### src/mfv_pkg.sv
package mfv_pkg;

  localparam int TABLE_ENTRIES = 64;
  localparam int VALUE_BITS    = 32;
  localparam int COUNT_BITS    = 16;
  localparam int IDX_BITS      = $clog2(TABLE_ENTRIES);
  localparam int USED_BITS     = $clog2(TABLE_ENTRIES + 1);

  typedef logic [VALUE_BITS-1:0] value_t;
  typedef logic [COUNT_BITS-1:0] count_t;
  typedef logic [IDX_BITS-1:0]   idx_t;
  typedef logic [USED_BITS-1:0]  used_t;

  typedef struct packed {
    logic [31:0] element;
    logic        no_element;
    logic        last;
  } in_t;

  typedef struct packed {
    logic        found;
    logic [31:0] mode_value;
    logic [15:0] mode_count;
    logic [6:0]  distinct_count;
    logic        table_overflow;
  } out_t;

  typedef struct packed {
    logic   valid;
    value_t value;
    count_t count;
  } entry_t;

  typedef struct packed {
    logic count_en;
    logic shift;
  } cell_ctrl_t;

  typedef enum logic [1:0] {
    ST_RUN,
    ST_SCAN,
    ST_DONE
  } state_e;

  function automatic value_t to_value(logic [31:0] e);
    logic [63:0] t;
    t = 64'(e);
    return t[VALUE_BITS-1:0];
  endfunction

  function automatic logic [31:0] value_to_field(value_t v);
    logic [63:0] t;
    t = 64'(v);
    return t[31:0];
  endfunction

  function automatic logic [15:0] count_to_field(count_t c);
    logic [63:0] t;
    t = 64'(c);
    return t[15:0];
  endfunction

  function automatic logic [6:0] used_to_field(used_t u);
    logic [63:0] t;
    t = 64'(u);
    return t[6:0];
  endfunction

endpackage

### src/mfv_cell.sv
module mfv_cell
  import mfv_pkg::*;
(
  input  logic       clk_i,
  input  logic       rst_ni,
  input  cell_ctrl_t ctrl_i,
  input  value_t     elem_i,
  input  logic       hit_any_i,
  input  logic       prev_valid_i,
  input  entry_t     next_i,
  output entry_t     entry_o,
  output logic       hit_o
);

  logic   valid_q, valid_d;
  value_t value_q, value_d;
  count_t count_q, count_d;
  logic   take_new;

  assign hit_o    = valid_q && (value_q == elem_i);
  assign take_new = ctrl_i.count_en && !valid_q && prev_valid_i && !hit_any_i;

  always_comb begin
    valid_d = valid_q;
    value_d = value_q;
    count_d = count_q;
    if (ctrl_i.shift) begin
      valid_d = next_i.valid;
      value_d = next_i.value;
      count_d = next_i.count;
    end else if (take_new) begin
      valid_d = 1'b1;
      value_d = elem_i;
      count_d = count_t'(1);
    end else if (ctrl_i.count_en && hit_o && (count_q != '1)) begin
      count_d = count_q + count_t'(1);
    end
  end

  always_ff @(posedge clk_i or negedge rst_ni) begin
    if (!rst_ni) begin
      valid_q <= 1'b0;
    end else begin
      valid_q <= valid_d;
    end
  end

  always_ff @(posedge clk_i) begin
    value_q <= value_d;
    count_q <= count_d;
  end

  assign entry_o = '{valid: valid_q, value: value_q, count: count_q};

endmodule

### config.mk
export PLATFORM = sky130hd
export DESIGN_NAME = mfv_cell
export DESIGN_NICKNAME = d
export VERILOG_FILES = /design/src/mfv_pkg.sv /design/src/mfv_cell.sv
export SDC_FILE = /design/constraint.sdc
export NUM_CORES = 1
export LEC_CHECK = 0
export BUFFER_PORTS_ARGS = -buffer_cell sky130_fd_sc_hd__buf_4
export CAP_MARGIN = 20
export CELL_PAD_IN_SITES_DETAIL_PLACEMENT = 1
export CELL_PAD_IN_SITES_GLOBAL_PLACEMENT = 2
export CORE_UTILIZATION = 27
export DETAILED_ROUTE_END_ITERATION = 12
export GPL_TIMING_DRIVEN = 1
export PLACE_DENSITY_LB_ADDON = 0.2
export RECOVER_POWER = 50
export SETUP_SLACK_MARGIN = 0.1
export SLEW_MARGIN = 15
export SYNTH_ARGS = -nofsm -noshare
export SYNTH_HDL_FRONTEND = slang
export SYNTH_SLANG_ARGS = --single-unit
### constraint.sdc
create_clock -name clk_i -period 3.4 [get_ports clk_i]
set_input_delay 0.34 -clock clk_i [delete_from_list [all_inputs] [get_ports clk_i]]
set_output_delay 0.34 -clock clk_i [all_outputs]
set_load 0.02 [all_outputs]
==> flow_metrics.tcl <==
set metrics [dict create \
    die_w_um 102 \
    min_from "next_i[48]" \
    io_buffers 136 \
    finalHoldViolations 0 \
    whs_path_depth 3 \
    antenna_left 0 \
    grt.total_usage_pct 14.7 \
    vias_per_cell 4.56 \
    num_rows 36 \
    leakage_nw 1.41 \
    drc 0 \
    min_path_type "input pin to flip-flop" \
    syn-num-nets 302 \
    design.core.area_sq_mm 0.00973 \
    timing.setup.tns_ns 0 \
    post-route-period-util_pct 76.1 \
    status "completed" \
    power_w 0.00146 \
    rsz0062_at_grt "no" \
    drv_cap 0 \
    drive_above_1_share_pct 39.8 \
    syn_area_per_cell_sq_um 12.6 \
    setup.worst_path.end_class "flip-flop" \
    tightest_slew_ns 1.24 \
    worst_slew_margin_rel_pct 17.1 \
    seq_area_frac_synth_pct 54.5 \
    antenna_found_initial 0 \
    layout_common_cells "buf_4, edfxtp_1, clkbuf_1" \
    ys.flop_type "edfxtp_1" \
    clockRootBuffer "clkbuf_8" \
    placed_cells 478 \
    grt_pass1_vias 2247 \
    clk_pin_slew_ns 0.09 \
    grt_max_degree 50 \
    final_common_cell "buf_4" \
    skew_ns 0.00813 \
    hold_buffers 1 \
    hold_ws_ns 0.277 \
    rrSetupSlack_ns 0.81 \
    first_pass_iters 4 \
    cts_setup_buffers 0 \
    wl_per_cell_um 15.5 \
    yosysWarningCount 0 \
    maxClockFrequency_mhz 387 \
    die_y_um 102 \
    yosysUniqueCellTypes 28 \
    grt_remaining_overflow 0 \
    worstPathMaxFanout 9 \
    place.gp.congestion 0.690 \
    start_util_pct 27.6 \
    numClockSinks 49 \
    cts_tree "done" \
    startpoint_type "flip-flop" \
    drt_wl_total_mm 7.56 \
    htreeDepth 2 \
    synth_seq_cells 49 \
    r2r_cells 6 \
    cts_buffers 5 \
    setup_violations 0 \
    worst-setup-path-type "flip-flop to flip-flop" \
    power.density_mw_per_mm2 386 \
    area_growth_pct 41.0 \
    final_nets 441 \
    syn_inst 214 \
    cp_data_arrival_time_ns 2.60 \
    num-fill-cells 1124 \
    dp_hpwl_mm 5.82 \
    period_needed_ns 2.59 \
    grt_pass1_wl_mm 11.4 \
    clk_latency_ns 0.30 \
    synth_edf_count 48 \
    via_count 2222 \
    cts_max_path_buffers 2 \
    place_ws_ns 0.730 \
    io_pins 137 \
    timing.rr.end "count_q[13]" \
    min_to "valid_q" \
    rr_startpoint "value_q[6]" \
    ir_drop_v 0.000188 \
    die_area_sq_mm 0.0104 \
    post_cts_resized 0 \
    fin_cells 487 \
    setup_ws_ns 0.814 \
    drtIter0Drc 36 \
    ys_async_sr_fraction_pct 2.04 \
    antennaDiodeCount 0 \
    crit_required_ns 3.41 \
    syn_area_sq_mm 0.00269 \
    maxSlewViolCount 0 \
]
## per-stage QoR
| stage | instance area (sq um) | util, % |
|---|---|---|
| final | 3790 | 39.0 |
| after global placement | 3860 | 39.6 |
| after floorplan | 2690 | - |
| after CTS | 3950 | 40.6 |
| after detailed placement | 3860 | 39.6 |
| after global routing | 3790 | 39.0 |
## area by class of cell
type	instances	area, sq um	area share (%)
flip-flops and latches	49	1470	38.7
multi-input cells	154	1170	30.8
repair buffers	140	897	23.7
well taps	133	166	4.39
clock buffers	7	76.3	2.01
inverters	3	11.3	0.297
clock inverters	1	5.00	0.132
## worst max-delay path, stage by stage, from the launching register on
cell and delay [ns]:
edfxtp_1 0.42, xnor2_1 0.17, nand4_1 0.15, nor4_1 0.46, nand4_1 0.20, o21ai_1 0.59, buf_4 0.30
## cells by family (layout without fill, tap and decap cells)
group | count (synthesis) | after routing | synth area share, %
and+or+nand+nor | 57 | 57 | 11.0
muxes | 32 | 32 | 13.4
DFF | 49 | 49 | 54.5
buffers and inverters | 11 | 151 | 1.95
xor gates and xnor gates | 46 | 46 | 15.0
adders and majority gates | 1 | 1 | 0.465
AOI/OAI and AO/OA | 18 | 18 | 3.63
## power by group
part           switching (W)  internal [W]
Combinational       0.000173      0.000170
Clock               0.000205      0.000145
Sequential         0.0000448      0.000726
## worst max path at each step
stage | startpoint | end | slack [ns] | cells past startpoint
3_5_place_dp | elem_i[6] | count_q[9] | 0.73 | 7
4_1_cts | value_q[6] | count_q[13] | 0.75 | 6
3_3_place_gp | elem_i[6] | count_q[11] | 0.78 | 7
6_report | value_q[6] | count_q[13] | 0.81 | 6
2_1_floorplan | value_q[6] | count_q[0] | 0.63 | 5
5_1_grt | value_q[16] | count_q[13] | 0.57 | 6
## synth_stat cells, drive strengths merged, types with 3 or more instances
cell	n	area (sq um)
edfxtp	48	1440
xor2	9	78.8
inv	3	11.3
nor4	3	18.8
nand2	21	78.8
nand3	6	30.0
nand4	10	68.8
o21ai	15	78.8
buf	5	30.0
nor3	4	25.0
xnor2	37	324
nor2	7	26.3
clkbuf	3	11.3
mux2	32	360
## flip-flops by register name, summed over array words and instances (netlist names)
signal and flops:
valid_q 1, value_q 32, count_q 16
## metal layers
layer	share of wire, %	global-route usage, %	vias up
li1	-	-	1057
met1	40	16.9	1076
met2	49	24.6	82
met3	11	6.83	7
met4	0.86	3.90	0
met5	0	0	-
No activity file was read; power rests on OpenSTA's default activity.
