`config.mk`:
```
export PLATFORM = sky130hd
export DESIGN_NAME = mfv_scan
export DESIGN_NICKNAME = d
export VERILOG_FILES = /design/src/mfv_pkg.sv /design/src/mfv_scan.sv
export SDC_FILE = /design/constraint.sdc
export NUM_CORES = 1
export LEC_CHECK = 0
export ABC_CLOCK_PERIOD_IN_PS = 2300
export BUFFER_PORTS_ARGS = -buffer_cell sky130_fd_sc_hd__buf_2
export CAP_MARGIN = 10
export CORE_ASPECT_RATIO = 2
export CORE_UTILIZATION = 45
export CTS_CLUSTER_DIAMETER = 100
export DETAILED_ROUTE_END_ITERATION = 10
export PLACE_DENSITY = 0.76
export SYNTH_ARGS = -nofsm -noshare
export SYNTH_HDL_FRONTEND = slang
export SYNTH_SLANG_ARGS = --single-unit
```
`constraint.sdc`:
```
create_clock -name clk_i -period 2.3 [get_ports clk_i]
set_clock_uncertainty 0.2 [all_clocks]
set_input_delay 0.345 -clock clk_i [delete_from_list [all_inputs] [get_ports clk_i]]
set_output_delay 0.345 -clock clk_i [all_outputs]
set_load 0.01 [all_outputs]
```
`src/mfv_pkg.sv`:
```
package mfv_pkg;

  localparam int TABLE_ENTRIES = 64;
  localparam int VALUE_BITS    = 32;
  localparam int COUNT_BITS    = 16;
  localparam int IDX_BITS      = $clog2(TABLE_ENTRIES);
  localparam int USED_BITS     = $clog2(TABLE_ENTRIES + 1);

  typedef logic [VALUE_BITS-1:0] value_t;
  typedef logic [COUNT_BITS-1:0] count_t;
  typedef logic [IDX_BITS-1:0]   idx_t;
  typedef logic [USED_BITS-1:0]  used_t;

  typedef struct packed {
    logic [31:0] element;
    logic        no_element;
    logic        last;
  } in_t;

  typedef struct packed {
    logic        found;
    logic [31:0] mode_value;
    logic [15:0] mode_count;
    logic [6:0]  distinct_count;
    logic        table_overflow;
  } out_t;

  typedef struct packed {
    logic   valid;
    value_t value;
    count_t count;
  } entry_t;

  typedef struct packed {
    logic count_en;
    logic shift;
  } cell_ctrl_t;

  typedef enum logic [1:0] {
    ST_RUN,
    ST_SCAN,
    ST_DONE
  } state_e;

  function automatic value_t to_value(logic [31:0] e);
    logic [63:0] t;
    t = 64'(e);
    return t[VALUE_BITS-1:0];
  endfunction

  function automatic logic [31:0] value_to_field(value_t v);
    logic [63:0] t;
    t = 64'(v);
    return t[31:0];
  endfunction

  function automatic logic [15:0] count_to_field(count_t c);
    logic [63:0] t;
    t = 64'(c);
    return t[15:0];
  endfunction

  function automatic logic [6:0] used_to_field(used_t u);
    logic [63:0] t;
    t = 64'(u);
    return t[6:0];
  endfunction

endpackage

```
`src/mfv_scan.sv`:
```
module mfv_scan
  import mfv_pkg::*;
(
  input  logic   clk_i,
  input  logic   rst_ni,
  input  logic   clear_i,
  input  logic   take_i,
  input  entry_t cand_i,
  output value_t best_value_o,
  output count_t best_count_o
);

  value_t best_value_q, best_value_d;
  count_t best_count_q, best_count_d;

  always_comb begin
    best_value_d = best_value_q;
    best_count_d = best_count_q;
    if (clear_i) begin
      best_value_d = '0;
      best_count_d = '0;
    end else if (take_i && cand_i.valid && (cand_i.count > best_count_q)) begin
      // strict compare keeps the earliest first-seen value on a tie
      best_value_d = cand_i.value;
      best_count_d = cand_i.count;
    end
  end

  always_ff @(posedge clk_i or negedge rst_ni) begin
    if (!rst_ni) begin
      best_value_q <= '0;
      best_count_q <= '0;
    end else begin
      best_value_q <= best_value_d;
      best_count_q <= best_count_d;
    end
  end

  assign best_value_o = best_value_q;
  assign best_count_o = best_count_q;

endmodule

```
==> results of run 1 <==
## power groups by stage
stage	logic, mW	clock network [mW]	registers, mW
after floorplan	0.190	0	0.944
after global placement	0.386	0	0.922
after detailed placement	0.395	0	0.923
after CTS	0.437	0.757	0.908
after global routing	0.490	0.791	0.912
final	0.446	0.740	0.908
## worst min-delay path, cell delays in order
cell and delay, ns:
buf_2 0.09, nand2b_1 0.05, mux2i_1 0.06
## final cells by class
type / count / area [sq um] / share of cell area (%)
Multi-Input combinational cell: 185 / 1550 / 39.7
Tap cell: 63 / 78.8 / 2.02
Clock buffer: 8 / 146 / 3.75
Timing Repair Buffer: 135 / 865 / 22.2
Sequential cell: 48 / 1200 / 30.8
Inverter: 16 / 60.1 / 1.54
## per-layer routing
layer / up-vias / share of wire (%)
met5: - / 0
met4: 0 / 3.1
met3: 16 / 3.6
met2: 65 / 55
met1: 1084 / 38
li1: 1122 / -
## final timing paths
check,to,slack [ns],cells past startpoint
max in group asynchronous,best_value_o[2],0.96,3
hold reg to reg,best_value_o[4],0.34,2
hold / removal,best_value_o[8],0.10,3
setup / recovery,best_value_o[10],-0.23,9
min in group asynchronous,best_value_o[29],0.39,2
setup reg to reg,best_value_o[10],-0.23,9
## timing repair
action                                  4_1_cts  5_1_grt
gates cloned                                  3        0
hold buffers                                  1        0
endpoints found under the setup margin       48       48
pin swaps                                     1        5
gates resized for setup                       5       15
hold endpoints to repair                     23        0
setup buffers                                 5        3
## registers in the layout, summed over array words and instances, names as in the netlist
signal        cells
best_count_o     16
best_value_o     32
## kinds of logic (layout without fill, tap and decap cells)
logic type | Yosys count | after routing | share of synthesized area, %
buffers and inverters | 31 | 159 | 5.51
flip-flops | 48 | 48 | 43.0
multiplexers | 48 | 48 | 17.2
AO/OA/AOI/OAI | 13 | 13 | 3.32
AND/OR/NAND/NOR | 108 | 108 | 23.8
adder cells (fa/ha/maj) | 16 | 16 | 7.17
## placed cells by master, fill, tap and decap left out, types with 3 or more instances in the layout
master and n:
nand2b_1 96, dfrtp_1 48, buf_4 26, clkbuf_16 5, ha_4 6, a21oi_1 6
buf_12 6, buf_2 100, nand4_1 3, ha_1 10, mux2i_2 3, mux2i_1 45
inv_1 14
==> summary.md, run 1 <==
| Metric | Value |
|---|---|
| Ys async rst share | 100% |
| RSZ-0062 raised after global routing | yes |
| Final HPWL DP | 4420 microns |
| Top-Level Pins | 101 |
| Vias | 2287 |
| Largest net degree at the start of global routing | 97 |
| Placed cells | 437 |
| Initial Utilization | 46.5% |
| Met3 Use GR | 3.74% |
| Max_cap viols | 0 |
| DRT iter0 DRCs | 77 |
| I/O Buffers | 100 |
| Synth cell count leaders | nand2b_1 (96), dfrtp_1 (48), mux2i_1 (48), ha_1 (16), inv_1 (16) |
| Syn nets | 333 |
| Clock transition at the registers of the reported paths | 0.06 ns |
| Hold Startpoint | cand_i[24] |
| Average cell area after synthesis | 10.6 sq um |
| Power, Total | 2.09 mW |
| Die X | 57.7 microns |
| Final GP Congestion | 0.739 |
| Psw | 539 uW |
| CP Launch Type | flip-flop |
| Crit. End Element | flip-flop |
| Worst path slowest cell | or4_4 |
| Setup CP Type | reg -> reg |
| Overall die height | 113 microns |
| Remaining antenna violation count after routing | 0 |
| CTS tree | yes |
| Filler Cell Count | 501 |
| Crit path max fanout | 12 |
| Htree depth | 2 |
| Critical Path Start | best_count_o[9] |
| Count leader, synth | nand2b_1 |
| Vias/cell | 5.03 |
| Finished Cell Area | 0.00390 sq mm |
| CTS Root Cell | clkbuf_16 |
| Min Clock Period, post-route | 2.53 ns |
| Share of cells above drive strength 1 | 40.3% |
| Failing checks | design-rule violations, negative setup slack |
| Sw Ratio | 25.7% |
| Final setup viols | 48 |
| Core Area | 0.00601 sq mm |
| Max_slew headroom | 59.2% |
| Final Worst Setup Slack | -0.226 ns |
| Place WS | -0.296 ns |
| Clock Sinks | 48 |
| Synth cell types | 21 |
| Layout Utilization | 64.9% |
| Clk buf depth | 2 |
| Yosys Warn Count | 0 |
| Worst hold slack | 0.103 ns |
| Pwr per Cell Area | 537 mW/mm^2 |
| Full die area | 0.00654 sq mm |
| First-pass GRT wire length | 10400 microns |
| Final Instance Count excl. Fillers | 455 |
| Final hold violation count | 0 |
| Max Slew Vio Count | 0 |
| Drt pass-1 iters | 7 |
| Sequential Power Share | 43.4% |
| Post-synthesis cell area | 0.00279 sq mm |
| Post-synth EDFFs | 0 |
| Pleak | 1.91 nW |
| Final period utilization | 110% |
| Top FF cell, synth | dfrtp_1 |
| Arrival @ worst endpoint | 2.53 ns |
| Max Clock Freq | 396 MHz |
| Bufs and invs on worst path | 3 |
| Sequential share of the synthesized area | 43.0% |
| Reg2Reg Launch Point | best_count_o[9] |
| WP data required | 2.30 ns |
| Int Power | 1.55 mW |
| Grt met1 use | 22.8% |
| Initial antenna violation count | 0 |
| Vias in the first global route | 2327 |
| Area grow syn2layout | 39.7% |
| Setup TNS | -7.71 ns |
| Gr usage total | 21.0% |
| Post-Route WL | 6580 microns |
| CTS buffer count | 5 |
| Part of the power in the clock network | 35.3% |
| Max incr delay on CP | 0.53 ns |
| Post-synthesis instance total | 264 |
| Drt drc | 6 |
| Biggest area consumer among synthesized cells | dfrtp_1 |
| Maximum vdd drop | 0.437 mV |
| Combinational power share | 21.3% |
| Min-Delay Path Class | in -> reg |
| Wire per inst | 14.5 microns |
| Site row count | 40 |
| # nets final | 460 |
| Global route overflow | 0 |
| DP Area | 0.00353 sq mm |
| Top Usage Layer GRT | met2 |
| Actual slew at the worst max-slew pin | 0.612 ns |
| Grt met2 use | 37.6% |
| N_diodes | 0 |
| Clk_lat worst skew | 0.29 ns |
| Synth top area share | 43.0% |
| CP top delay family | simple AND/OR/NAND/NOR gates |
| Largest cells by area after synthesis | dfrtp_1 (43%), nand2b_1 (22%), mux2i_1 (17%), ha_1 (7.2%), inv_1 (2.2%) |
| Critical path, cell by cell | inv_1 -> ha_4 -> nand2_2 -> or4_4 -> a21o_1 -> a31oi_4 -> buf_4 -> buf_12 -> mux2i_2 |
| Status | finished, violations left |
| Synth Register Bits | 48 |
Note: power is estimated with default switching activity, not from simulation.
==> run 2, diff against run 1 <==
- SKIP_CTS_REPAIR_TIMING: unset -> 1
==> run 2 against run 1 <==
  * The run still ends with design-rule violations, negative setup slack left
  * Critical path type unchanged
  * Utilization is 1.2 points higher
  * Critical endpoint is now best_value_o[20]
  * Critical path depth stayed put
  * Routed wire length is 3.9% higher
==> summary.md, run 2 (same netlist as run 1, synthesis figures left out) <==
| Metric | Value |
|---|---|
| Finished Cell Area | 0.00398 sq mm (+1.9%) |
| Final GP Congestion | 0.739 (unchanged) |
| Initial Utilization | 46.5% (unchanged) |
| Reg2Reg Launch Point | best_count_o[9] |
| Largest register FFs | 32 (unchanged) |
| Max_slew headroom | 59.0% (-0.17 points) |
| Share of cells above drive strength 1 | 41.4% (+1.1 points) |
| Min Clock Period, post-route | 2.50 ns (-0.0211 ns) |
| Max Slew Vio Count | 0 (unchanged) |
| Clk_lat worst skew | 0.29 ns (about the same) |
| Sequential Power Share | 43.0% (-0.4 points) |
| Pwr per Cell Area | 532 mW/mm^2 (-0.94%) |
| First-pass GRT wire length | 9870 microns (-5.3%) |
| Placed cells | 437 (unchanged) |
| Vias in the first global route | 2255 (-3.1%) |
| Post-Route WL | 6840 microns (+3.9%) |
| Setup CP Type | reg -> reg |
| Max Clock Freq | 399 MHz (+0.84%) |
| Clock transition at the registers of the reported paths | 0.06 ns (about the same) |
| Drt pass-1 iters | 7 (unchanged) |
| Status | finished, violations left |
| RSZ-0062 raised after global routing | yes |
| DRT iter0 DRCs | 89 (+16%) |
| Arrival @ worst endpoint | 2.51 ns (-0.02 ns) |
| CP Launch Type | flip-flop |
| Sw Ratio | 26.0% (+0.25 points) |
| Clk buf depth | 2 (unchanged) |
| Top-Level Pins | 101 (unchanged) |
| Final HPWL DP | 4420 microns (unchanged) |
| Hold Path Depth | 3 (unchanged) |
| Remaining antenna violation count after routing | 0 (unchanged) |
| Psw | 549 uW (+1.9%) |
| R2R cell count | 9 (unchanged) |
| Commonest non-fill, non-tap cell in the layout | buf_2 |
| Crit path max fanout | 7 (-5) |
| CTS tree | yes |
| Final Instance Count excl. Fillers | 454 (-0.22%) |
| Core Area | 0.00601 sq mm (unchanged) |
| Final setup viols | 48 (unchanged) |
| Htree depth | 2 (unchanged) |
| Pleak | 1.94 nW (+1.5%) |
| Combinational power share | 21.9% (+0.6 points) |
| Critical Path Start | best_count_o[9] |
| N_diodes | 0 (unchanged) |
| Max_cap viols | 0 (unchanged) |
| Clock Sinks | 48 (unchanged) |
| Vias | 2292 (+0.22%) |
| Final hold violation count | 0 (unchanged) |
| Hold Startpoint | cand_i[24] |
| Maximum vdd drop | 0.440 mV (+0.61%) |
| Min-Delay Path Class | in -> reg |
| Site row count | 40 (unchanged) |
| Int Power | 1.56 mW (+0.63%) |
| Final Worst Setup Slack | -0.205 ns (+0.0211 ns) |
| Crit. End Element | flip-flop |
| Actual slew at the worst max-slew pin | 0.615 ns (+0.00255 ns) |
| Global route overflow | 0 (unchanged) |
| Final period utilization | 109% (-0.92 points) |
| Failing checks | design-rule violations, negative setup slack |
| CTS buffer count | 5 (unchanged) |
| RR Endpoint | best_value_o[20] |
| # nets final | 459 (-0.22%) |
| I/O Buffers | 100 (unchanged) |
| Part of the power in the clock network | 35.1% (-0.2 points) |
| R2R Setup Slk | -0.20 ns (+0.02 ns) |
| Full die area | 0.00654 sq mm (unchanged) |
| DP Area | 0.00353 sq mm (unchanged) |
| Largest net degree at the start of global routing | 97 (unchanged) |
| Gr usage total | 19.6% (-1.3 points) |
| Place WS | -0.296 ns (unchanged) |
| Vias/cell | 5.05 (+0.44%) |
| Initial antenna violation count | 0 (unchanged) |
| Wire per inst | 15.1 microns (+4.2%) |
| Overall die height | 113 microns (unchanged) |
| CTS Root Cell | clkbuf_16 |
| Area grow syn2layout | 42.3% |
| Layout Utilization | 66.2% (+1.2 points) |
| Drt drc | 6 (unchanged) |
| WP data required | 2.31 ns (about the same) |
| Endpoint, Worst Hold | best_value_o[8] |
| Die X | 57.7 microns (unchanged) |
| Commonest non-fill, non-tap cells in the layout | buf_2 (100), nand2b_1 (96), dfrtp_1 (48) |
## run 2: cell types whose count changed in the layout (fill, tap and decap cells not counted), sizes merged
cell / delta
buf: -5
clkbuf: +4
## run 2: worst max-delay path by stage
stage / end / slack [ns] / depth (start not counted)
after global placement: best_value_o[27] / -0.23 / 8
after CTS: best_value_o[10] / -0.24 / 8
after global routing: best_value_o[20] / -0.32 / 11
after detailed placement: best_value_o[21] / -0.30 / 8
after floorplan: best_count_o[0] / -0.17 / 9
final: best_value_o[20] / -0.20 / 9
## run 2: routing by layer
metal | routed length (microns) | vias up | share of wire (%) | global-route usage [%]
met2 | 3760 | 57 | 55 | 35.9
met3 | 208 | 12 | 3.0 | 3.29
met5 | 0 | - | 0 | 0
met4 | 153 | 0 | 2.2 | 9.37
li1 | - | 1119 | - | -
met1 | 2710 | 1104 | 40 | 21.3
## run 2: final cells by class
type                       instances  area, sq um
clock buffer                       8          146
fill                             498         2030
inverter                          16         60.1
multi-input combinational        185         1590
sequential                        48         1200
tap                               63         78.8
timing repair buffer             134          902
## run 2: critical path, stage by stage, from the launching register on
cell	delay [ns]
dfrtp_1	0.36
inv_1	0.07
ha_4	0.27
nand2_2	0.05
or4_4	0.53
a21o_1	0.19
a31oi_4	0.21
buf_12	0.18
buf_12	0.14
mux2i_2	0.21
## run 2: stage by stage
stage / total power [mW] / TNS (ns) / hold slack [ns]
4_1_cts: 2.06 / -9.13 / -0.116
3_5_place_dp: 1.32 / -12.32 / 0.195
6_report: 2.11 / -7.73 / 0.103
5_1_grt: 2.21 / -13.35 / 0.115
3_3_place_gp: 1.31 / -10.14 / 0.191
2_1_floorplan: 1.13 / -5.04 / -0.151
## run 2: power by group through the flow
stage | Clock, mW | Combinational [mW] | Sequential [mW]
after detailed placement | 0 | 0.395 | 0.923
after floorplan | 0 | 0.190 | 0.944
after CTS | 0.757 | 0.395 | 0.908
after global placement | 0 | 0.386 | 0.922
final | 0.741 | 0.464 | 0.909
after global routing | 0.791 | 0.507 | 0.912
